### src/hdl/rblt_pkg.sv
// ----------------------------------------------------------------------------
// rblt_pkg: shared types and constants for the range block list table
// Request and response payloads, operation codes, cell control and cell state.
// ----------------------------------------------------------------------------
package rblt_pkg;

  localparam int MAX_ENTRIES = 64;
  localparam int ID_WIDTH    = 32;
  localparam int ADDR_WIDTH  = 3;

  // Register indexes on the configuration port
  localparam logic REG_USE_CONTOUR = 1'b0;
  localparam logic REG_USE_SYMBOL  = 1'b1;

  typedef logic [ID_WIDTH-1:0]    id_t;
  typedef logic [MAX_ENTRIES-1:0] flag_vec_t;

  localparam flag_vec_t ONE_VEC = flag_vec_t'(1);

  typedef enum logic [1:0] {
    FUNC_LOOKUP = 2'd0,
    FUNC_ADD    = 2'd1,
    FUNC_REMOVE = 2'd2,
    FUNC_CLEAR  = 2'd3
  } func_t;

  typedef struct packed {
    func_t       func;
    logic [31:0] station_id;
    logic [31:0] range_end;
    logic        entry_enabled;
    logic        symbol_case;
  } req_t;

  typedef struct packed {
    logic blocked;
    logic status;
  } rsp_t;

  // Control broadcast to every cell
  typedef struct packed {
    logic  accept;
    func_t func;
    logic  shift_en;
  } cell_ctl_t;

  // What one cell shows its neighbor
  typedef struct packed {
    logic valid;
    logic flag;
    logic on;
    id_t  start_id;
    id_t  end_id;
  } cell_state_t;

  typedef struct packed {
    logic      any;
    logic      blocked;
    flag_vec_t shift_mask;
  } resolve_t;

  // Take an id in its low ID_WIDTH bits
  function automatic id_t to_id(input logic [31:0] v);
    logic [63:0] w;
    w = {32'b0, v};
    return w[ID_WIDTH-1:0];
  endfunction

endpackage

### src/hdl/rblt_resolve.sv
// ----------------------------------------------------------------------------
// rblt_resolve: first-match resolution across the cell row
// Isolate the lowest flagged cell, give its enabled bit and the mask of cells
// at or above it.
// ----------------------------------------------------------------------------
module rblt_resolve (
  input  rblt_pkg::flag_vec_t flags,
  input  rblt_pkg::flag_vec_t ons,
  output rblt_pkg::resolve_t  res
);
  import rblt_pkg::*;

  flag_vec_t lowest;

  assign lowest         = flags & (~flags + ONE_VEC);
  assign res.any        = |flags;
  assign res.blocked    = |(lowest & ons);
  assign res.shift_mask = ~(lowest - ONE_VEC);

endmodule

### config.mk
export PLATFORM = sky130hd
export DESIGN_NAME = rblt_resolve
export DESIGN_NICKNAME = d
export VERILOG_FILES = /design/src/hdl/rblt_pkg.sv /design/src/hdl/rblt_resolve.sv
export SDC_FILE = /design/constraint.sdc
export NUM_CORES = 1
export LEC_CHECK = 0
export ABC_AREA = 1
export BUFFER_PORTS_ARGS = -buffer_cell sky130_fd_sc_hd__buf_2
export CAP_MARGIN = 10
export CORE_AREA = 2 2 76 78
export DETAILED_ROUTE_END_ITERATION = 10
export DIE_AREA = 0 0 78 80
export GPL_TIMING_DRIVEN = 1
export PLACE_DENSITY = 0.84
export SETUP_SLACK_MARGIN = 0.4
export SYNTH_ARGS = -nofsm -noshare
export SYNTH_HDL_FRONTEND = slang
export SYNTH_SLANG_ARGS = --single-unit
export TNS_END_PERCENT = 1
### constraint.sdc
create_clock -name vclk -period 1.9
set_input_delay 0.095 -clock vclk [all_inputs]
set_output_delay 0.095 -clock vclk [all_outputs]
set_load 0.01 [all_outputs]
[Word-level counts from Yosys, hierarchy flattened]
Index checks and enable logic that the tools add are counted.
Word-level totals
  input port bits: 128
  register bits after elaboration: 0
  output and inout port bits: 66
Cells by class
  reductions and logical operators: 2
  bitwise gates (word level): 4
  add/subtract/negate cells: 2
Operators with widths (count)
  AND 64 bit: 2
  inverter 64 bit: 2
  OR reduction 64 bit: 2
  adder 64 x 1 -> 64 bit, second input constant: 1
  subtractor 64 x 1 -> 64 bit, second input constant: 1

[Logic depth before layout (Yosys ltp)]
Gate-level depths: netlist of run 1.
  word-level depth: 5
  gate-level depth with buffers: 12
  mapped depth without buffers: 12

[Worst setup path after synthesis of run 1]
No wires, ideal clock.
  path type: input to output
  start: input port flags[5]
  end: output port res[51] in the netlist's numbering
  path slack: 556 ps
  arrival: 1249 ps
  cell stages on the path: 12
  path through: nor2_1 nand2_1 nor2_8 nand2_4 nor2_4 nand2_2 nor2_2 inv_2 nor2_2 inv_2 nor2_2 inv_1
RTL lines
  start: declaration: RTL line rblt_resolve.sv:7  | input rblt_pkg::flag_vec_t flags,
  end: declaration: RTL line rblt_resolve.sv:9  | output rblt_pkg::resolve_t res

==> results of run 1 <==
==> routing by layer <==
layer,vias up,GRT usage [%],wire [um]
met1,1851,47.38,4754
met4,0,12.46,620
li1,1945,-,-
met2,331,66.03,5809
met3,69,7.240,1521
met5,-,0,0
==> power by group through the flow <==
stage | Sequential, mW | Clock [mW] | Combinational [mW]
after floorplan | 0 | 0 | 0.0973
after global placement | 0 | 0 | 0.313
after detailed placement | 0 | 0 | 0.313
after CTS | 0 | 0 | 0.339
after global routing | 0 | 0 | 0.409
final | 0 | 0 | 0.386
==> cell type report <==
cell class	count	area share, %
multi-input cells	420	59.95
inverters	59	5.968
repair buffers	215	31.66
well taps	72	2.428
==> critical path: stages <==
cell,delay (ns)
buf_4,0.12
nor2_4,0.05
nand2_2,0.10
buf_6,0.11
nor2_1,0.03
nand2_1,0.06
nor2_1,0.04
buf_4,0.15
nand3_1,0.06
nand2_1,0.05
nor2_1,0.11
nand2_1,0.11
nor3_4,0.25
nand3_2,0.13
buf_6,0.14
==> placed cells by master, fill, tap and decap left out <==
cell type  instances
nand3_2            2
nor3_2             1
nor2_2            47
o21ai_0            1
nor3_4             1
buf_2            183
buf_4             28
nand2_8            1
or2_2              2
buf_6              3
inv_1             53
nand4_1           37
nand2_1          131
buf_8              1
nor2_1           104
nor2_8             2
inv_2              6
nand2_4            6
nand3_1           35
nor2_4            28
nand2_2           20
nor3_1             2
==> through the flow <==
step                setup slack (ns)  utilization [%]  power, mW  hold WS (ns)  setup TNS, ns
finish                        0.1861            68.66     0.3858        0.3967              0
global route                  0.1154            68.66     0.4088        0.3996              0
CTS                           0.2379            64.54     0.3388        0.4447              0
detailed placement           -0.1009            60.35     0.3132        0.4451        -0.1009
global placement            -0.04598            60.35     0.3131        0.4385       -0.04598
floorplan                     0.5565                -    0.09727        0.2791              0
==> logic make-up (layout without fill, tap and decap cells) <==
group	after synthesis	count (layout)	synth area share, %
and+or+nand+nor	419	419	89.03
buffers and inverters	60	274	10.73
AOI/OAI and AO/OA	1	1	0.2344
==> timing repair <==
action | CTS | global route
hold endpoints to repair | 0 | 0
pin swaps | 21 | 20
setup buffers | 10 | 1
gates resized for setup | 48 | 69
setup endpoints to repair | 14 | 22
==> worst max-delay path by stage <==
stage	from	end	slack [ns]	cells past startpoint
4_1_cts	flags[0]	res[64]	0.24	13
2_1_floorplan	flags[5]	res[51]	0.56	12
6_report	flags[15]	res[64]	0.19	15
5_1_grt	flags[14]	res[64]	0.12	14
3_5_place_dp	flags[5]	res[64]	-0.10	13
3_3_place_gp	flags[5]	res[64]	-0.05	13
==> results.sh, run 1 <==
export IMPL_wirelength_mm=12.71
export IMPL_critPathMaxFanout=3
export IMPL_drv_cap=0
export IMPL_p_leak_nw=1.667
export IMPL_critPathCaptureType="output port"
export IMPL_place_gp_congestion=1.048
export IMPL_grt_setup_unrepaired="yes"
export IMPL_synth_seq_area_share_pct=0
export IMPL_fin_crit_sh_pct=90.21
export IMPL_regArea_sq_um=0
export IMPL_synth_cell_type_count=15
export IMPL_grt_max_degree=7
export IMPL_die_x_um=78
export IMPL_grt_usage_pct=38.13
export IMPL_syn_num_nets=608
export IMPL_n_clock_buffer=0
export IMPL_die_area_sq_um=6240
export IMPL_core_area_sq_um=5405
export IMPL_avgSynthCellArea_sq_um=4.444
export IMPL_worstPathArrival_ns=1.62
export IMPL_run_status="complete, no violations"
export IMPL_syn_instance_count=480
export IMPL_intPower_mw=0.1595
export IMPL_initial_utilization_pct=39.47
export IMPL_chipHeight_um=80
export IMPL_rows=27
export IMPL_vias=4196
export IMPL_wire_per_inst_um=16.59
export IMPL_seq_cells=0
export IMPL_slew_headroom_pct=81.93
export IMPL_max_freq_mhz=583.5
export IMPL_antenna_left=0
export IMPL_grt_pass1_vias=3913
export IMPL_ctsHoldBuffers=0
export IMPL_ys_top_cells_by_area="nor2_1 28%, nand2_1 26%, nand4_1 11%"
export IMPL_dpl_cell_area_sq_um=3262
export IMPL_place_hpwl_mm=10.49
export IMPL_p_sw_share_pct=58.66
export IMPL_tightest_slew_ns=0.2700
export IMPL_whs_endpoint="res[0]"
export IMPL_ioPinCount=194
export IMPL_setup_worst_path_start_class="input pin"
export IMPL_synth_area_sq_um=2133
export IMPL_setup_viol=0
export IMPL_drt_iter0_drc=479
export IMPL_crit_type="in -> out"
export IMPL_hold_class="in -> out"
export IMPL_antenna_cells=0
export IMPL_power_switching_mw=0.2263
export IMPL_synth_top_area_cell="nor2_1"
export IMPL_fillers=543
export IMPL_portBuffers=194
export IMPL_design_area_sq_um=3711
export IMPL_p_seq_share_pct=0
export IMPL_multiInputGateArea_sq_um=2225
export IMPL_worstHoldStart="flags[0]"
export IMPL_whs_path_depth=2
export IMPL_stdcell_count=766
export IMPL_slew_viol_final=0
export IMPL_drc=0
export IMPL_drtPass1Iterations=5
export IMPL_hold_violations=0
export IMPL_yosysWarnings=0
export IMPL_irDropWorstVdd_uv=85.90
export IMPL_p_clk_share_pct=0
export IMPL_gr_total_overflow=0
export IMPL_cp_required_ns=1.80
export IMPL_fin_nets=824
export IMPL_period_minus_slack_ns=1.714
export IMPL_grt_antenna_before_repair=0
export IMPL_synth_most_common_cell="nor2_1"
export IMPL_grt_pass1_wl_mm=18.80
export IMPL_power_density_nw_per_um2=104.0
export IMPL_combPwrFrac_pct=100.0
export IMPL_layout_drive_gt1_share_pct=47.69
export IMPL_yosys_top_cells_count="158 x nor2_1, 149 x nand2_1, 56 x inv_1"
export IMPL_dpl_cell_count=755
export IMPL_yosys_area_top_type_share_pct=27.80
export IMPL_vias_per_cell=5.478
export IMPL_syn_to_final_growth_pct=73.96
Note: power is estimated with default switching activity, not from simulation.
==> inputs of run 2 (changes only) <==
--- a/config.mk
+++ b/config.mk
@@ -8,11 +8,11 @@
 export ABC_AREA = 1
 export BUFFER_PORTS_ARGS = -buffer_cell sky130_fd_sc_hd__buf_2
 export CAP_MARGIN = 10
-export CORE_AREA = 2 2 76 78
+export CORE_AREA = 2 2 79 100
 export DETAILED_ROUTE_END_ITERATION = 10
-export DIE_AREA = 0 0 78 80
+export DIE_AREA = 0 0 81 102
 export GPL_TIMING_DRIVEN = 1
-export PLACE_DENSITY = 0.84
+export PLACE_DENSITY = 0.65
 export SETUP_SLACK_MARGIN = 0.4
 export SYNTH_ARGS = -nofsm -noshare
 export SYNTH_HDL_FRONTEND = slang
==> results.sh, run 2 (synthesis gave the netlist of run 1 again) <==
export IMPL_tightest_slew_ns=0.2731
export IMPL_wirelength_mm=13.13
export IMPL_n_clock_buffer=0
export IMPL_p_leak_nw=1.734
export IMPL_syn_to_final_growth_pct=82.05
export IMPL_fin_crit_sh_pct=88.87
export IMPL_rows=35
export IMPL_drc=0
export IMPL_regArea_sq_um=0
export IMPL_crit_path_end="res[64]"
export IMPL_fin_util_pct=53.43
export IMPL_hold_violations=0
export IMPL_p_clk_share_pct=0
export IMPL_slew_viol_final=0
export IMPL_portBuffers=194
export IMPL_die_x_um=81
export IMPL_grt_antenna_before_repair=0
export IMPL_vias_per_cell=5.092
export IMPL_drv_cap=0
export IMPL_crit_start="flags[0]"
export IMPL_gr_total_overflow=0
export IMPL_place_hpwl_mm=11.38
export IMPL_layout_common_cells="186 x buf_2, 120 x nand2_1, 88 x nor2_1, 56 x inv_1, 49 x nor2_2"
export IMPL_combPwrFrac_pct=100.0
export IMPL_power_density_nw_per_um2=104.4
export IMPL_irDropWorstVdd_uv=63.02
export IMPL_finalWorstSetupSlack_ns=0.2115
export IMPL_crit_chain="buf_8, nor2_4, nand2_4, nor2_4, inv_2, nor2_4, nand4_1, nand2_1, nor2_2, nand2_1, nor2_1, nand3_1, buf_2"
export IMPL_setup_viol=0
export IMPL_core_area_sq_um=7269
export IMPL_wire_per_inst_um=16.62
export IMPL_whs_path_depth=2
export IMPL_grt_setup_unrepaired="yes"
export IMPL_p_sw_share_pct=59.29
export IMPL_crit_top_cell="nor2_4"
export IMPL_drt_iter0_drc=191
export IMPL_crit_type="in -> out"
export IMPL_grt_max_degree=9
export IMPL_vias=4023
export IMPL_cp_required_ns=1.80
export IMPL_initial_utilization_pct=29.35
export IMPL_die_area_sq_um=8262
export IMPL_critPathMaxFanout=5
export IMPL_intPower_mw=0.1651
export IMPL_total_power_mw=0.4056
export IMPL_worstPathArrival_ns=1.59
export IMPL_run_status="complete, no violations"
export IMPL_fin_nets=828
export IMPL_grt_pass1_wl_mm=19.47
export IMPL_p_seq_share_pct=0
export IMPL_drtPass1Iterations=5
export IMPL_critPathCaptureType="output port"
export IMPL_place_gp_congestion=1.061
export IMPL_hold_class="in -> out"
export IMPL_dp_slack_ns=-0.03055
export IMPL_slowest_stage="nor2_4"
export IMPL_antenna_cells=0
export IMPL_ioPinCount=194
export IMPL_layout_commonest_cell="buf_2"
export IMPL_period_minus_slack_ns=1.688
export IMPL_power_switching_mw=0.2405
export IMPL_layout_drive_gt1_share_pct=51.15
export IMPL_slew_headroom_pct=81.66
export IMPL_antenna_left=0
export IMPL_design_area_sq_um=3884
export IMPL_setup_worst_path_start_class="input pin"
export IMPL_grt_pass1_vias=3960
export IMPL_slowest_delay_ns=0.21
export IMPL_dpl_cell_area_sq_um=3242
export IMPL_max_freq_mhz=592.3
export IMPL_chipHeight_um=102
export IMPL_seq_cells=0
export IMPL_grt_usage_pct=31.01
export IMPL_tns_ns=0
-- run 2: area by class of cell --
type,count,area [sq um]
Fill cell,805,3386
Tap cell,92,115.1
Timing Repair Buffer,219,1205
Multi-Input combinational cell,420,2342
Inverter,59,221.5
-- run 2: how the worst min path moves through the flow --
stage / from / to / slack [ns]
finish: flags[0] / res[0] / 0.39
global route: flags[0] / res[0] / 0.41
CTS: flags[0] / res[0] / 0.40
detailed placement: flags[0] / res[0] / 0.46
global placement: flags[0] / res[0] / 0.45
floorplan: flags[49] / res[49] / 0.28
-- run 2: repair_timing --
action / CTS / global route
pin swaps: 60 / 3
endpoints found under the setup margin: 25 / 14
resized for setup: 141 / 11
buffers inserted: 21 / 0
hold buffers: 0 / 0
-- run 2: worst max-delay path: cells and delay by family --
kind                   cells  cell delay [ns]
AND/OR/NAND/NOR           10             1.18
buffers and inverters      3             0.32
-- run 2: power groups by stage --
stage | sequential [mW] | combinational [mW] | clock, mW
global route | 0 | 0.433 | 0
finish | 0 | 0.406 | 0
detailed placement | 0 | 0.316 | 0
floorplan | 0 | 0.0973 | 0
CTS | 0 | 0.394 | 0
global placement | 0 | 0.316 | 0
-- run 2: routing by layer --
layer	GRT usage [%]	part of all wire, %	vias to the layer above	wire length [um]
met5	0	0	-	0
met4	14.21	5.3	0	696
li1	-	-	1961	-
met3	3.357	6.9	49	907
met2	61.67	53	202	6932
met1	31.49	35	1811	4590
-- run 2: per-stage QoR --
stage / cells / hold slack, ns
2_1_floorplan: 480 / 0.2791
3_3_place_gp: 769 / 0.4517
3_5_place_dp: 769 / 0.4621
4_1_cts: 790 / 0.3958
5_1_grt: 790 / 0.4069
6_report: 790 / 0.3943
==> inputs of run 3 (changes only) <==
==> constraint.sdc (replaced) <==
create_clock -name vclk -period 2.07
set_input_delay 0.1035 -clock vclk [all_inputs]
set_output_delay 0.1035 -clock vclk [all_outputs]
set_load 0.01 [all_outputs]
==> results.sh, run 3 (synthesis gave the netlist of run 1 again) <==
export IMPL_hold_violations=0
export IMPL_run_status="complete, no violations"
export IMPL_critPathMaxFanout=7
export IMPL_syn_to_final_growth_pct=69.03
export IMPL_ctsHoldBuffers=0
export IMPL_grt_max_degree=9
export IMPL_gr_total_overflow=0
export IMPL_ioPinCount=194
export IMPL_layout_commonest_cell="buf_2"
export IMPL_slew_headroom_pct=80.90
export IMPL_drc=0
export IMPL_fillers=852
export IMPL_grt_setup_unrepaired="yes"
export IMPL_fin_crit_sh_pct=82.75
export IMPL_met3_usage_pct=2.297
export IMPL_period_minus_slack_ns=1.713
export IMPL_crit_start="flags[6]"
export IMPL_grt_use_met2_pct=58.61
export IMPL_die_area_sq_um=8262
export IMPL_place_gp_congestion=1.006
export IMPL_drtPass1Iterations=4
export IMPL_chipHeight_um=102
export IMPL_power_density_nw_per_um2=91.89
export IMPL_core_area_sq_um=7269
export IMPL_die_x_um=81
export IMPL_setup_viol=0
export IMPL_grt_util_met1_pct=31.28
export IMPL_antenna_left=0
export IMPL_layout_drive_gt1_share_pct=44.77
export IMPL_fin_hold_ws_ns=0.4894
export IMPL_dpl_cell_area_sq_um=3227
export IMPL_crit_path_end="res[64]"
export IMPL_grt_usage_pct=29.30
export IMPL_crit_type="in -> out"
export IMPL_worstPathArrival_ns=1.61
export IMPL_hold_class="in -> out"
export IMPL_p_leak_nw=1.655
export IMPL_regArea_sq_um=0
export IMPL_rows=35
export IMPL_total_power_mw=0.3314
export IMPL_slew_viol_final=0
export IMPL_vias=3851
export IMPL_irDropWorstVdd_uv=55.03
export IMPL_cp_required_ns=1.97
export IMPL_design_area_sq_um=3606
export IMPL_grt_pass1_vias=3717
export IMPL_wirelength_mm=12.61
export IMPL_portBuffers=194
export IMPL_place_hpwl_mm=11.16
export IMPL_seq_cells=0
export IMPL_grt_antenna_before_repair=0
export IMPL_fin_nets=818
export IMPL_tightest_slew_ns=0.2843
export IMPL_drt_iter0_drc=147
export IMPL_layout_common_cells="192 x buf_2, 139 x nand2_1, 108 x nor2_1, 56 x inv_1, 44 x nor2_2"
export IMPL_setup_worst_path_start_class="input pin"
export IMPL_initial_utilization_pct=29.35
export IMPL_wire_per_inst_um=16.16
export IMPL_antenna_cells=0
export IMPL_critPathCaptureType="output port"
export IMPL_grt_pass1_wl_mm=18.33
export IMPL_vias_per_cell=4.937
export IMPL_gr_max_usage_layer="met2"
export IMPL_n_clock_buffer=0
export IMPL_tns_ns=0
export IMPL_max_freq_mhz=583.8
export IMPL_drv_cap=0
-- run 3: where the power goes --
| part | switching (mW) | leakage [nW] | internal (mW) |
|---|---|---|---|
| clock network | 0 | 0 | 0 |
| registers | 0 | 0 | 0 |
| logic | 0.195 | 1.65 | 0.136 |
-- run 3: worst min path at each step --
stage	end	depth (start not counted)	slack [ns]	start
after global placement	res[0]	2	0.47	flags[0]
after global routing	res[0]	3	0.52	flags[0]
after CTS	res[1]	4	0.49	flags[1]
after detailed placement	res[0]	2	0.48	flags[0]
final	res[1]	4	0.49	flags[1]
after floorplan	res[49]	2	0.30	flags[49]
-- run 3: what timing repair did --
| action | CTS | global route |
|---|---|---|
| gates resized for setup | 65 | 23 |
| setup endpoints to repair | 10 | 8 |
| setup buffers | 10 | 3 |
| pin swaps | 26 | 13 |
| gates cloned | 0 | 0 |
-- run 3: through the flow --
stage / util (%) / worst slack, ns / cells
final: 49.60 / 0.3570 / 780
after global routing: 49.60 / 0.2608 / 780
after CTS: 48.33 / 0.3750 / 777
after detailed placement: 44.39 / 0.07994 / 767
after global placement: 44.39 / 0.02343 / 767
after floorplan: - / 0.7095 / 480
-- run 3: area by class of cell --
cell class,instances,area [sq um],area share [%]
multi-input cells,420,2170,60.17
well taps,92,115.1,3.192
repair buffers,209,1100,30.50
inverters,59,221.5,6.142
-- run 3: per-layer routing --
| layer | vias up | wire (um) |
|---|---|---|
| met5 | - | 0 |
| met4 | 0 | 496 |
| met3 | 32 | 809 |
| met2 | 192 | 6715 |
| met1 | 1686 | 4585 |
| li1 | 1941 | - |
-- run 3: worst max-delay path, stage by stage --
cell and delay (ns):
buf_2 0.14, nor2_4 0.19, nand2_4 0.10, nor2_8 0.15, nand2_4 0.12, nor2_8 0.20, nand3_1 0.09, nand2_1 0.09
nor2_1 0.07, nand2_1 0.07, nor3_2 0.04, nand3_1 0.09, buf_2 0.14
