[src/hdl/rblt_pkg.sv]
// ----------------------------------------------------------------------------
// rblt_pkg: shared types and constants for the range block list table
// Request and response payloads, operation codes, cell control and cell state.
// ----------------------------------------------------------------------------
package rblt_pkg;

  localparam int MAX_ENTRIES = 64;
  localparam int ID_WIDTH    = 32;
  localparam int ADDR_WIDTH  = 3;

  // Register indexes on the configuration port
  localparam logic REG_USE_CONTOUR = 1'b0;
  localparam logic REG_USE_SYMBOL  = 1'b1;

  typedef logic [ID_WIDTH-1:0]    id_t;
  typedef logic [MAX_ENTRIES-1:0] flag_vec_t;

  localparam flag_vec_t ONE_VEC = flag_vec_t'(1);

  typedef enum logic [1:0] {
    FUNC_LOOKUP = 2'd0,
    FUNC_ADD    = 2'd1,
    FUNC_REMOVE = 2'd2,
    FUNC_CLEAR  = 2'd3
  } func_t;

  typedef struct packed {
    func_t       func;
    logic [31:0] station_id;
    logic [31:0] range_end;
    logic        entry_enabled;
    logic        symbol_case;
  } req_t;

  typedef struct packed {
    logic blocked;
    logic status;
  } rsp_t;

  // Control broadcast to every cell
  typedef struct packed {
    logic  accept;
    func_t func;
    logic  shift_en;
  } cell_ctl_t;

  // What one cell shows its neighbor
  typedef struct packed {
    logic valid;
    logic flag;
    logic on;
    id_t  start_id;
    id_t  end_id;
  } cell_state_t;

  typedef struct packed {
    logic      any;
    logic      blocked;
    flag_vec_t shift_mask;
  } resolve_t;

  // Take an id in its low ID_WIDTH bits
  function automatic id_t to_id(input logic [31:0] v);
    logic [63:0] w;
    w = {32'b0, v};
    return w[ID_WIDTH-1:0];
  endfunction

endpackage

[src/hdl/rblt_cell.sv]
// ----------------------------------------------------------------------------
// rblt_cell: one entry of the block list
// Holds start id, end id and enabled flag; compares against the request and
// shifts down from its upper neighbor while entries are removed.
// ----------------------------------------------------------------------------
module rblt_cell (
  input  logic                 clk,
  input  logic                 rst,
  input  rblt_pkg::cell_ctl_t  ctl,
  input  rblt_pkg::req_t       req,
  input  logic                 prev_valid,
  input  logic                 shift,
  input  rblt_pkg::cell_state_t nb,
  output rblt_pkg::cell_state_t st
);
  import rblt_pkg::*;

  logic valid;
  logic flag;
  logic on;
  id_t  start_id;
  id_t  end_id;

  id_t  req_id;
  logic hit;
  logic eq;
  logic take_add;
  logic do_shift;

  assign req_id   = to_id(req.station_id);
  assign eq       = (req_id == start_id);
  assign hit      = (start_id < end_id) ? (req_id >= start_id && req_id <= end_id) : eq;
  assign take_add = ctl.accept && (ctl.func == FUNC_ADD) && !valid && prev_valid;
  assign do_shift = ctl.shift_en && shift;

  always_ff @(posedge clk) begin
    if (rst) begin
      valid <= 1'b0;
      flag  <= 1'b0;
    end else if (ctl.accept) begin
      case (ctl.func)
        FUNC_CLEAR: valid <= 1'b0;
        FUNC_ADD:   if (take_add) valid <= 1'b1;
        default:    valid <= valid;
      endcase
      flag <= valid && ((ctl.func == FUNC_REMOVE) ? eq : hit);
    end else if (do_shift) begin
      valid <= nb.valid;
      flag  <= nb.flag;
    end
  end

  always_ff @(posedge clk) begin
    if (take_add) begin
      start_id <= req_id;
      end_id   <= to_id(req.range_end);
      on       <= req.entry_enabled;
    end else if (do_shift) begin
      start_id <= nb.start_id;
      end_id   <= nb.end_id;
      on       <= nb.on;
    end
  end

  assign st = '{valid: valid, flag: flag, on: on, start_id: start_id, end_id: end_id};

endmodule

[config.mk]
export PLATFORM = sky130hd
export DESIGN_NAME = rblt_cell
export DESIGN_NICKNAME = d
export VERILOG_FILES = /design/src/hdl/rblt_pkg.sv /design/src/hdl/rblt_cell.sv
export SDC_FILE = /design/constraint.sdc
export NUM_CORES = 1
export LEC_CHECK = 0
export ABC_AREA = 0
export ABC_CLOCK_PERIOD_IN_PS = 4500
export BUFFER_PORTS_ARGS = -buffer_cell sky130_fd_sc_hd__buf_2
export CORE_ASPECT_RATIO = 1.75
export CORE_UTILIZATION = 50
export CTS_BUF_LIST = sky130_fd_sc_hd__clkbuf_8
export CTS_CLUSTER_DIAMETER = 150
export DETAILED_ROUTE_END_ITERATION = 16
export HOLD_SLACK_MARGIN = 0.03
export MAX_ROUTING_LAYER = met4
export PLACE_DENSITY = 0.79
export REMOVE_ABC_BUFFERS = 1
export SLEW_MARGIN = 20
export SYNTH_ARGS = -nofsm -noshare
export SYNTH_HDL_FRONTEND = slang
export SYNTH_SLANG_ARGS = --single-unit
[constraint.sdc]
create_clock -name clk -period 4.5 [get_ports clk]
set_input_delay 0.45 -clock clk [delete_from_list [all_inputs] [get_ports clk]]
set_output_delay 0.45 -clock clk [all_outputs]
set_load 0.01 [all_outputs]
* Word-level counts from Yosys, hierarchy flattened
Cells that the tools add are included. W data, S select, Z words.
Word-level totals: register bits after elaboration 67, latch bits 0, memory bits (writable) 0, bits in read-only memories 0, output and inout port bits 67, memories kept 0
Operators by class: add/subtract/negate cells 0, $mul 0, divide/modulo/power cells 0, order comparisons 3, equal/unequal tests 6, shift-type cells 0, mux-type cells 14, bitwise operators 0, reductions and logical operators 10
Operator list (count):
- $mux W32 | 4
- $eq A32 B32 Y1 | 1
- $ge A32 B32 Y1 | 1
- $le A32 B32 Y1 | 1
- $lt A32 B32 Y1 | 1
- $mux W1 | 9
- $logic_and A1 B1 Y1 | 6
- $eq A2 B2 Y1 const B | 2
- $reduce_bool A2 Y1 | 2
- $ne A3 B1 Y1 const B | 1
- $ne A3 B3 Y1 const B | 1
- $reduce_and A3 Y1 | 1
- $eq A2 B1 Y1 const B | 1
- $pmux W1 S2 | 1
- $logic_not A1 Y1 | 1

* Longest topological paths before layout
Gate-level depths: netlist of the first run.
word-level depth 7, gate-level depth with buffers 9

* Worst setup path before layout of the first run
OpenSTA, ideal clock, no wires.
kind input to register, start input port ctl[2] (netlist name), end register end_id[0] (enable), arrival time 2456 ps, data required time 4075 ps, path slack 1619 ps, cell stages on the path 5, path buffers 2, cells stage by stage nor2_1 nand4_1 buf_2 buf_2 nand2_1
On the way: longest elaborated chain between the ends 5
Ends and longest elaborated chain:
- start: declaration | RTL line rblt_cell.sv:9 | input rblt_pkg::cell_ctl_t ctl,
- $eq A2 B1 Y1 | RTL line rblt_cell.sv:33 | assign take_add = ctl.accept && (ctl.func == FUNC_ADD) && !valid && prev_valid;
- $logic_and A1 B1 Y1 (3 in series) | RTL line rblt_cell.sv:33
- $reduce_bool A2 Y1 (no line)
- end signal: assignment | RTL line rblt_cell.sv:56 | end_id <= to_id(req.range_end);
- end signal: assignment | RTL line rblt_cell.sv:60 | end_id <= nb.end_id;
- end: declaration | RTL line rblt_cell.sv:22 | id_t end_id;
Every way passes these cells. A chain may end at the register's enable or synchronous reset.

* Worst setup path after layout of the first run
start register valid, end register end_id[24] (enable)
On the way: longest elaborated chain between the ends 4
Ends and longest elaborated chain:
- start: declaration | RTL line rblt_cell.sv:18 | logic valid;
- start signal: assignment | RTL line rblt_cell.sv:44 | default: valid <= valid;
- start signal: assignment | RTL line rblt_cell.sv:48 | valid <= nb.valid;
- $logic_not A1 Y1 | RTL line rblt_cell.sv:33
- $logic_and A1 B1 Y1 (2 in series) | RTL line rblt_cell.sv:33
- $reduce_bool A2 Y1 (no line)
Every way passes these cells.

==> results of run 1 <==
-- where the power goes --
group / switching (µW) / internal, µW / leakage, µW
clock: 231 / 188 / 0.0000887
sequential: 39.2 / 752 / 0.000631
combinational: 275 / 237 / 0.00252
total: 546 / 1180 / 0.00324
-- cell usage in the layout, fill, tap and decap left out, types with 2 or more instances in the layout --
master    instances
nand2_1          16
nor4_1            2
nor3_1            5
buf_2           206
dfxtp_1           2
inv_1            69
nor2_1            9
a21oi_2           2
buf_4             2
edfxtp_1         65
nand4_1          16
clkinv_2          3
ha_1             95
a211oi_1          5
a21oi_1          32
a221oi_1          2
a21o_1           10
mux2_2           64
clkbuf_8          9
and4_1            4
nand3_1          11
o41ai_2           2
o21ai_0          14
nor2b_1           2
-- cell type report --
cell class / count / area share (%)
Multi-Input combinational cell: 315 / 44.4
Sequential cell: 67 / 30.8
Timing Repair Buffer: 208 / 16.2
Inverter: 67 / 3.89
Tap cell: 125 / 2.42
Clock buffer: 9 / 1.92
Clock inverter: 6 / 0.406
-- how the worst min path moves through the flow --
stage                             startpoint  cells past startpoint                 end
after detailed placement  valid$_SDFFE_PP0P_                      2  valid$_SDFFE_PP0P_
after global routing                     rst                      2  valid$_SDFFE_PP0P_
after global placement    valid$_SDFFE_PP0P_                      2  valid$_SDFFE_PP0P_
final                                    rst                      2  valid$_SDFFE_PP0P_
after CTS                                rst                      2  valid$_SDFFE_PP0P_
after floorplan                          rst                      1  valid$_SDFFE_PP0P_
-- layer usage --
layer	track usage (%)	up-vias	wire length, µm	share of wire, %
li1	-	2143	-	-
met1	24.3	2070	4650	34
met2	52.7	154	7960	59
met3	4.43	29	569	4.2
met4	10.5	0	325	2.4
met5	-	-	0	0
-- per-stage QoR --
step | power (µW) | instances | setup slack, ns
6_report | 1720 | 797 | 1.83
5_1_grt | 1820 | 797 | 1.58
4_1_cts | 1740 | 797 | 1.75
3_5_place_dp | 1320 | 782 | 1.53
3_3_place_gp | 1290 | 782 | 1.58
2_1_floorplan | 1100 | 449 | -0.677
-- state kept, by name, indices dropped and copies added, names as in the netlist --
name,count
end_id,32
on,1
start_id,32
valid,1
flag,1
-- kinds of logic after synthesis --
kind of cell,after synthesis
buffers and inverters,77
flip-flops,67
adder cells (fa/ha/maj),95
AO/OA/AOI/OAI,82
multiplexers,65
AND/OR/NAND/NOR,73
==> results.json, run 1 <==
{
  "vdd_drop_max_uv": 206,
  "vias": 4396,
  "ant_nets": 0,
  "min_path_type": "input port to flop",
  "leakage_uw": 0.00324,
  "reg2reg_from": "valid$_SDFFE_PP0P_",
  "cp-endpoint": "end_id[24]$_DFFE_PP_",
  "wire_per_inst_um": 16.9,
  "cp-end-kind": "flop",
  "diodes": 0,
  "hold_buffers": 0,
  "synthTopCellsByCount": "ha_1, inv_1, edfxtp_1",
  "ys_top_cells_by_area": "edfxtp_1, ha_1, mux2_2",
  "initial_core_util_pct": 51.8,
  "place_congestion": 0.885,
  "path_clk_slew_ns": 0.07,
  "clkLatencyLatePin_ns": 0.36,
  "viasPerCell": 5.52,
  "hold_viol_final": 0,
  "avgSynthCellArea_um2": 11.2,
  "crit_chain": "nor2_1 > nand4_1 > nand2_4",
  "synth-edff-count": 65,
  "grt_pass1_wl_um": 20800,
  "post-route-period-util_pct": 59.3,
  "rr_worst_depth": 3,
  "cts_tree": "built",
  "finalCoreUtilization_pct": 64.9,
  "netlist_instances": 459,
  "die-area_mm2": 0.0107,
  "clk_path_buf_depth": 2,
  "drv_slew": 0,
  "p_per_area_mw_per_mm2": 266,
  "cp_num_buf_inv": 0,
  "skew_ns": 0.00842,
  "cpLargestDelayFamily": "simple AND/OR/NAND/NOR gates",
  "rsz0062_at_grt": "false",
  "finalSetupViolCount": 0,
  "crit_cells": 3,
  "fillers": 835,
  "rows": 48,
  "htree_num_levels": 3,
  "synth_top_family_by_area": "adder cells",
  "dp_hpwl_um": 11100,
  "max_freq_mhz": 375,
  "die_h_um": 136,
  "synthFlopType": "edfxtp_1",
  "arrival_ns": 2.65,
  "cts_resized": 0,
  "worst_pin_slew_ns": 0.980,
  "yosys.cell_types.count": 46,
  "synthXorXnorAreaFrac_pct": 0,
  "drc": 0,
  "rr_endpoint": "end_id[24]$_DFFE_PP_",
  "synth_warnings": 0,
  "yosys.cell_count.top_type": "ha_1",
  "cts_setup_buffers": 0,
  "cts_buffers": 9,
  "ys_seq_elements": 67,
  "fin_crit_ns": 2.67,
  "drtIter0Drc": 133,
  "die-width_um": 78.8,
  "crit_start": "valid$_SDFFE_PP0P_",
  "async_reset_ff_share_pct": 0,
  "grt_use_total_pct": 26.6,
  "max_stage_delay_ns": 1.05,
  "synth_simple_gate_area_share_pct": 7.59,
  "maxCapViolCount": 0,
  "antenna_found_initial": 0,
  "maxSlewHeadroom_pct": 34.5,
  "grt.overflow.total": 0,
  "drive_above_1_share_pct": 43.6,
  "yosysSeqAreaShare_pct": 38.6,
  "finalSetupTns_ns": 0,
  "ff_latch_area_mm2": 0.00199,
  "wl_um": 13500,
  "grt_pass1_vias": 4601,
  "start_kind": "flop",
  "synth_top_area_share_pct": 37.8,
  "io_buffer_count": 206,
  "path_class": "flop to flop",
  "ff2ff_setup_slack_ns": 1.83,
  "synth_area_leader_cell": "edfxtp_1",
  "outcome": "finished, final reports clean",
  "synth_mux_area_share_pct": 14.2,
  "syn_to_final_growth_pct": 25.3,
  "synthesis.area_mm2": 0.00516,
  "core_area_mm2": 0.00997,
  "synth_compound_area_share_pct": 10.7,
  "layout.nets": 906,
  "hold_ws_ns": 0.281,
  "pin_count": 210,
  "synth_fa_ha_area_share_pct": 23.0,
  "cpMaxStageDelayCell": "nand2_4",
  "cts_sinks": 67,
  "crit_required_ns": 4.48,
  "cts-root-buf": "clkbuf_8",
  "multi_input_area_mm2": 0.00287,
  "dpl_cell_area_mm2": 0.00632,
  "dr.pass1.iters": 4,
  "cp_max_fo": 65,
  "grt_max_degree": 66,
  "postLayoutCellArea_mm2": 0.00647
}
Power figures use the tool's default switching activity.
==> run 2, diff against run 1 <==
--- a/config.mk
+++ b/config.mk
@@ -6,7 +6,7 @@
 export NUM_CORES = 1
 export LEC_CHECK = 0
 export ABC_AREA = 0
-export ABC_CLOCK_PERIOD_IN_PS = 4500
+export ABC_CLOCK_PERIOD_IN_PS = 2600
 export BUFFER_PORTS_ARGS = -buffer_cell sky130_fd_sc_hd__buf_2
 export CORE_ASPECT_RATIO = 1.75
 export CORE_UTILIZATION = 50
==> constraint.sdc (replaced) <==
create_clock -name clk -period 2.6 [get_ports clk]
set_input_delay 0.26 -clock clk [delete_from_list [all_inputs] [get_ports clk]]
set_output_delay 0.26 -clock clk [all_outputs]
set_load 0.01 [all_outputs]
==> run 2 against run 1 <==
Compared with the run above:
- die area unchanged
- sequential cell count unchanged
- utilization increased by 0.60 points
- clock power increased by 86%
- non-clock buffer count increased by 2
- routed wire length increased by 2.3%
- sequential share of layout area decreased by 0.28 points
- worst hold slack got worse by 0.17 ns
- largest cell class unchanged
- via count increased by 1.1%
- first-iteration DRC count decreased by 1.5%
- critical path depth increased by 5
- final cell count increased by 0.38%
==> results.json, run 2 (synthesized netlist as in run 1, its figures left out) <==
{
  "outcome": "finished, final reports clean",
  "wl_um": 13800,
  "layout.nets": 908,
  "final-instance-count-excl-fill": 800,
  "finalSetupTns_ns": 0,
  "post-place-ws_ns": 0.304,
  "die-width_um": 78.8,
  "hold_buffers": 0,
  "min_path_type": "input port to flop",
  "initial_core_util_pct": 51.8,
  "core_area_mm2": 0.00997,
  "cp_max_fo": 4,
  "leakage_uw": 0.00325,
  "grt_max_degree": 56,
  "fin_total_pwr_uw": 3040,
  "drive_above_1_share_pct": 44.1,
  "path_common_cell": "o41ai_2",
  "p_per_area_mw_per_mm2": 466,
  "cts-root-buf": "clkbuf_8",
  "diodes": 0,
  "finalSetupViolCount": 0,
  "crit_required_ns": 2.85,
  "crit_chain": "inv_1 > ha_1 > nand4_2 > nor4_1 > o31a_1 > o41ai_2 > a211oi_1 > o41ai_2",
  "path_clk_slew_ns": 0.08,
  "hold_viol_final": 0,
  "wire_per_inst_um": 17.3,
  "maxSlewHeadroom_pct": 64.2,
  "dr.pass1.iters": 4,
  "worstHoldStart": "rst",
  "rr_worst_depth": 8,
  "grt_use_total_pct": 27.0,
  "io_buffer_count": 206,
  "vdd_drop_max_uv": 347,
  "dp_hpwl_um": 11400,
  "maxCapViolCount": 0,
  "worst_slack_ns": 0.282,
  "rows": 48,
  "pin_count": 210,
  "die_h_um": 136,
  "die-area_mm2": 0.0107,
  "fin_crit_ns": 2.32,
  "placed_cells": 784,
  "start_kind": "flop",
  "clkLatencyLatePin_ns": 0.36,
  "drv_slew": 0,
  "ant_nets": 0,
  "grt.overflow.total": 0,
  "layout_commonest_cell": "buf_2",
  "cp-end-kind": "flop",
  "rr_endpoint": "flag$_SDFFE_PP0P_",
  "grt_pass1_vias": 4745,
  "rsz0062_at_grt": "false",
  "clk_path_buf_depth": 2,
  "place_congestion": 0.890,
  "worst_pin_slew_ns": 0.531,
  "hold_path_end": "valid$_SDFFE_PP0P_",
  "hold_path_depth": 2,
  "cts_resized": 0,
  "path_class": "flop to flop",
  "drtIter0Drc": 131,
  "max_freq_mhz": 431,
  "ff2ff_setup_slack_ns": 0.28,
  "reg2reg_from": "end_id[23]$_DFFE_PP_",
  "arrival_ns": 2.56,
  "cpMaxStageDelayCell": "nor4_1",
  "cts_sinks": 67,
  "cts_buffers": 9,
  "max_stage_delay_ns": 0.55,
  "antenna_found_initial": 0,
  "htree_num_levels": 3,
  "vias": 4445,
  "skew_ns": 0.00948,
  "cts_setup_buffers": 0,
  "reg.largest.list": "end_id x32, start_id x32",
  "grt_pass1_wl_um": 21200,
  "post-route-period-util_pct": 89.1,
  "viasPerCell": 5.56,
  "final_cell_mix": "buf_2, ha_1, inv_1",
  "syn_to_final_growth_pct": 26.5,
  "cts_tree": "built",
  "drc": 0
}
run 2: area by class of cell:
cell class | instances | area (µm²)
well taps | 125 | 156
clock buffers | 9 | 124
repair buffers | 210 | 1090
inverters | 67 | 251
fillers | 858 | 3440
flip-flops and latches | 67 | 1990
clock inverters | 7 | 46.3
multi-input cells | 315 | 2870
run 2: per-stage QoR:
stage	cell area, µm²	util (%)	hold slack, ns
global placement	6360	63.8	0.475
global route	6530	65.5	0.100
CTS	6530	65.5	0.0886
finish	6530	65.5	0.107
floorplan	5110	-	0.338
detailed placement	6360	63.8	0.467
run 2: metal layers:
layer  vias up  GRT usage (%)  wire length (µm)
met5         -              -                 0
met4         0           13.3               436
met3        40           3.76               601
met2       165           52.8              8150
met1      2096           24.6              4620
li1       2144              -                 -
run 2: critical path, delay by kind of cell, from the launching register on:
kind / cells / cell delay, ns
compound gates: 4 / 0.72
fa+ha+maj: 1 / 0.32
buf+inv: 1 / 0.08
flops: 1 / 0.39
simple gates: 2 / 0.70
run 2: how the worst max path moves through the flow:
stage | startpoint | endpoint | slack, ns | cells after the start
after floorplan | valid$_SDFFE_PP0P_ | end_id[0]$_DFFE_PP_ | -2.50 | 3
after global placement | end_id[23]$_DFFE_PP_ | flag$_SDFFE_PP0P_ | 0.35 | 8
after detailed placement | end_id[23]$_DFFE_PP_ | flag$_SDFFE_PP0P_ | 0.30 | 8
after CTS | end_id[23]$_DFFE_PP_ | flag$_SDFFE_PP0P_ | 0.28 | 8
after global routing | end_id[13]$_DFFE_PP_ | flag$_SDFFE_PP0P_ | 0.14 | 9
final | end_id[23]$_DFFE_PP_ | flag$_SDFFE_PP0P_ | 0.28 | 8
run 2: power breakdown:
group,switching [µW],internal (µW)
clock,437,342
combinational,479,416
sequential,66.9,1300
==> run 3, diff against run 2 <==
--- a/config.mk
+++ b/config.mk
@@ -6,7 +6,7 @@
 export NUM_CORES = 1
 export LEC_CHECK = 0
 export ABC_AREA = 0
-export ABC_CLOCK_PERIOD_IN_PS = 2600
+export ABC_CLOCK_PERIOD_IN_PS = 2900
 export BUFFER_PORTS_ARGS = -buffer_cell sky130_fd_sc_hd__buf_2
 export CORE_ASPECT_RATIO = 1.75
 export CORE_UTILIZATION = 50
==> constraint.sdc (replaced) <==
create_clock -name clk -period 2.9 [get_ports clk]
set_input_delay 0.29 -clock clk [delete_from_list [all_inputs] [get_ports clk]]
set_output_delay 0.29 -clock clk [all_outputs]
set_load 0.01 [all_outputs]
==> run 3 against run 2 <==
Compared with the run above:
- sequential cell count unchanged
- sequential power down 10%
- critical endpoint unchanged
- register-to-register slack better by 0.37 ns
- count of clock-buffer cells in the layout unchanged
- via count down 1.3%
- global-route usage down 0.27 points
- utilization down 0.60 points
- clock skew up 0.0029 ns
- highest routed layer unchanged
- die area unchanged
- critical path depth unchanged
==> results.json, run 3 (synthesized netlist as in run 1, its figures left out) <==
{
  "dr.pass1.iters": 4,
  "hold_viol_final": 0,
  "drc": 0,
  "clkLatencyLatePin_ns": 0.36,
  "final-instance-count-excl-fill": 797,
  "leakage_uw": 0.00324,
  "max_stage_delay_ns": 0.49,
  "crit_required_ns": 3.17,
  "worst_pin_slew_ns": 0.865,
  "ant_nets": 0,
  "clk_path_buf_depth": 2,
  "grt_pass1_vias": 4715,
  "antenna_found_initial": 0,
  "initial_core_util_pct": 51.8,
  "pin_count": 210,
  "dp_hpwl_um": 11100,
  "wl_um": 13600,
  "placed_cells": 782,
  "htree_num_levels": 3,
  "die_h_um": 136,
  "top_layer": "met4",
  "start_kind": "flop",
  "cts_buffers": 9,
  "hold_path_depth": 2,
  "wl_met3_um": 574,
  "grt_use_total_pct": 26.7,
  "wl_met1_um": 4790,
  "layout_commonest_cell": "buf_2",
  "cpMaxStageDelayCell": "nor4_1",
  "outcome": "finished, final reports clean",
  "io_buffer_count": 206,
  "wire_per_inst_um": 17.1,
  "cts_resized": 0,
  "p_per_area_mw_per_mm2": 415,
  "arrival_ns": 2.52,
  "path_class": "flop to flop",
  "ff2ff_setup_slack_ns": 0.65,
  "hold_path_end": "valid$_SDFFE_PP0P_",
  "drive_above_1_share_pct": 43.6,
  "rows": 48,
  "cp-end-kind": "flop",
  "route.met2.wl_um": 7830,
  "crit_chain": "inv_1 > ha_1 > nand4_1 > nor4_1 > nand3_1 > o2111ai_1 > a21oi_1 > o41ai_2",
  "path_clk_slew_ns": 0.08,
  "fin_crit_ns": 2.25,
  "cts_tree": "built",
  "reg2reg_from": "start_id[26]$_DFFE_PP_",
  "post-route-period-util_pct": 77.5,
  "rr_endpoint": "flag$_SDFFE_PP0P_",
  "finalCoreUtilization_pct": 64.9,
  "skew_ns": 0.0124,
  "diodes": 0,
  "die-area_mm2": 0.0107,
  "drtIter0Drc": 164,
  "vdd_drop_max_uv": 309,
  "layout.nets": 906,
  "cts_sinks": 67,
  "place_congestion": 0.911,
  "grt_pass1_wl_um": 21000,
  "worstHoldStart": "rst",
  "cts_setup_buffers": 0,
  "maxCapViolCount": 0,
  "min_path_type": "input port to flop",
  "grt.overflow.total": 0,
  "grt_max_degree": 66,
  "rr_worst_depth": 8,
  "cpLargestDelayFamily": "simple AND/OR/NAND/NOR gates",
  "cts-root-buf": "clkbuf_8",
  "final_cell_mix": "buf_2, ha_1, inv_1",
  "max_freq_mhz": 445,
  "viasPerCell": 5.50,
  "rsz0062_at_grt": "false",
  "syn_to_final_growth_pct": 25.3,
  "finalSetupViolCount": 0,
  "core_area_mm2": 0.00997,
  "vias": 4387,
  "cp_num_buf_inv": 1,
  "hold_ws_ns": 0.143,
  "crit_cells": 8,
  "hold_buffers": 0,
  "die-width_um": 78.8,
  "maxSlewHeadroom_pct": 42.3,
  "cp_max_fo": 3,
  "reg.largest.list": "end_id x32, start_id x32",
  "crit_start": "start_id[26]$_DFFE_PP_",
  "drv_slew": 0
}
==> run 3: cell count changes in the layout (fill, tap and decap cells not counted) <==
cell        before  now
inv_1           68   69
clkinv_2         2    3
clkinvlp_4       2    0
clkinv_1         0    1
buf_12           2    0
clkinv_4         2    0
==> run 3: through the flow <==
step | area [µm²] | total power [µW] | setup TNS (ns) | worst slack (ns)
6_report | 6470 | 2680 | 0 | 0.653
2_1_floorplan | 5110 | 1710 | -177.54 | -2.20
4_1_cts | 6470 | 2700 | 0 | 0.610
5_1_grt | 6470 | 2830 | 0 | 0.351
3_5_place_dp | 6320 | 2040 | 0 | 0.623
3_3_place_gp | 6320 | 2000 | 0 | 0.650
==> run 3: metal layers <==
metal	up-vias	global-route usage, %
li1	2143	-
met1	2048	24.9
met2	161	51.6
met3	35	4.30
met4	0	12.3
met5	-	-
==> run 3: where the power goes <==
group / switching, µW / internal, µW
clock network: 367 / 292
logic: 430 / 368
registers: 59.2 / 1170
total: 856 / 1830
==> run 3: worst max path at each step <==
stage                                to  slack (ns)
finish                flag$_SDFFE_PP0P_        0.65
global route          flag$_SDFFE_PP0P_        0.35
CTS                   flag$_SDFFE_PP0P_        0.61
detailed placement    flag$_SDFFE_PP0P_        0.62
global placement      flag$_SDFFE_PP0P_        0.65
floorplan           end_id[0]$_DFFE_PP_       -2.20
==> run 3: final cells by class <==
type | instances | area (µm²)
clock buffers | 9 | 124
clock inverters | 6 | 26.3
fillers | 819 | 3500
inverters | 67 | 251
multi-input cells | 315 | 2870
flip-flops and latches | 67 | 1990
well taps | 125 | 156
repair buffers | 208 | 1050
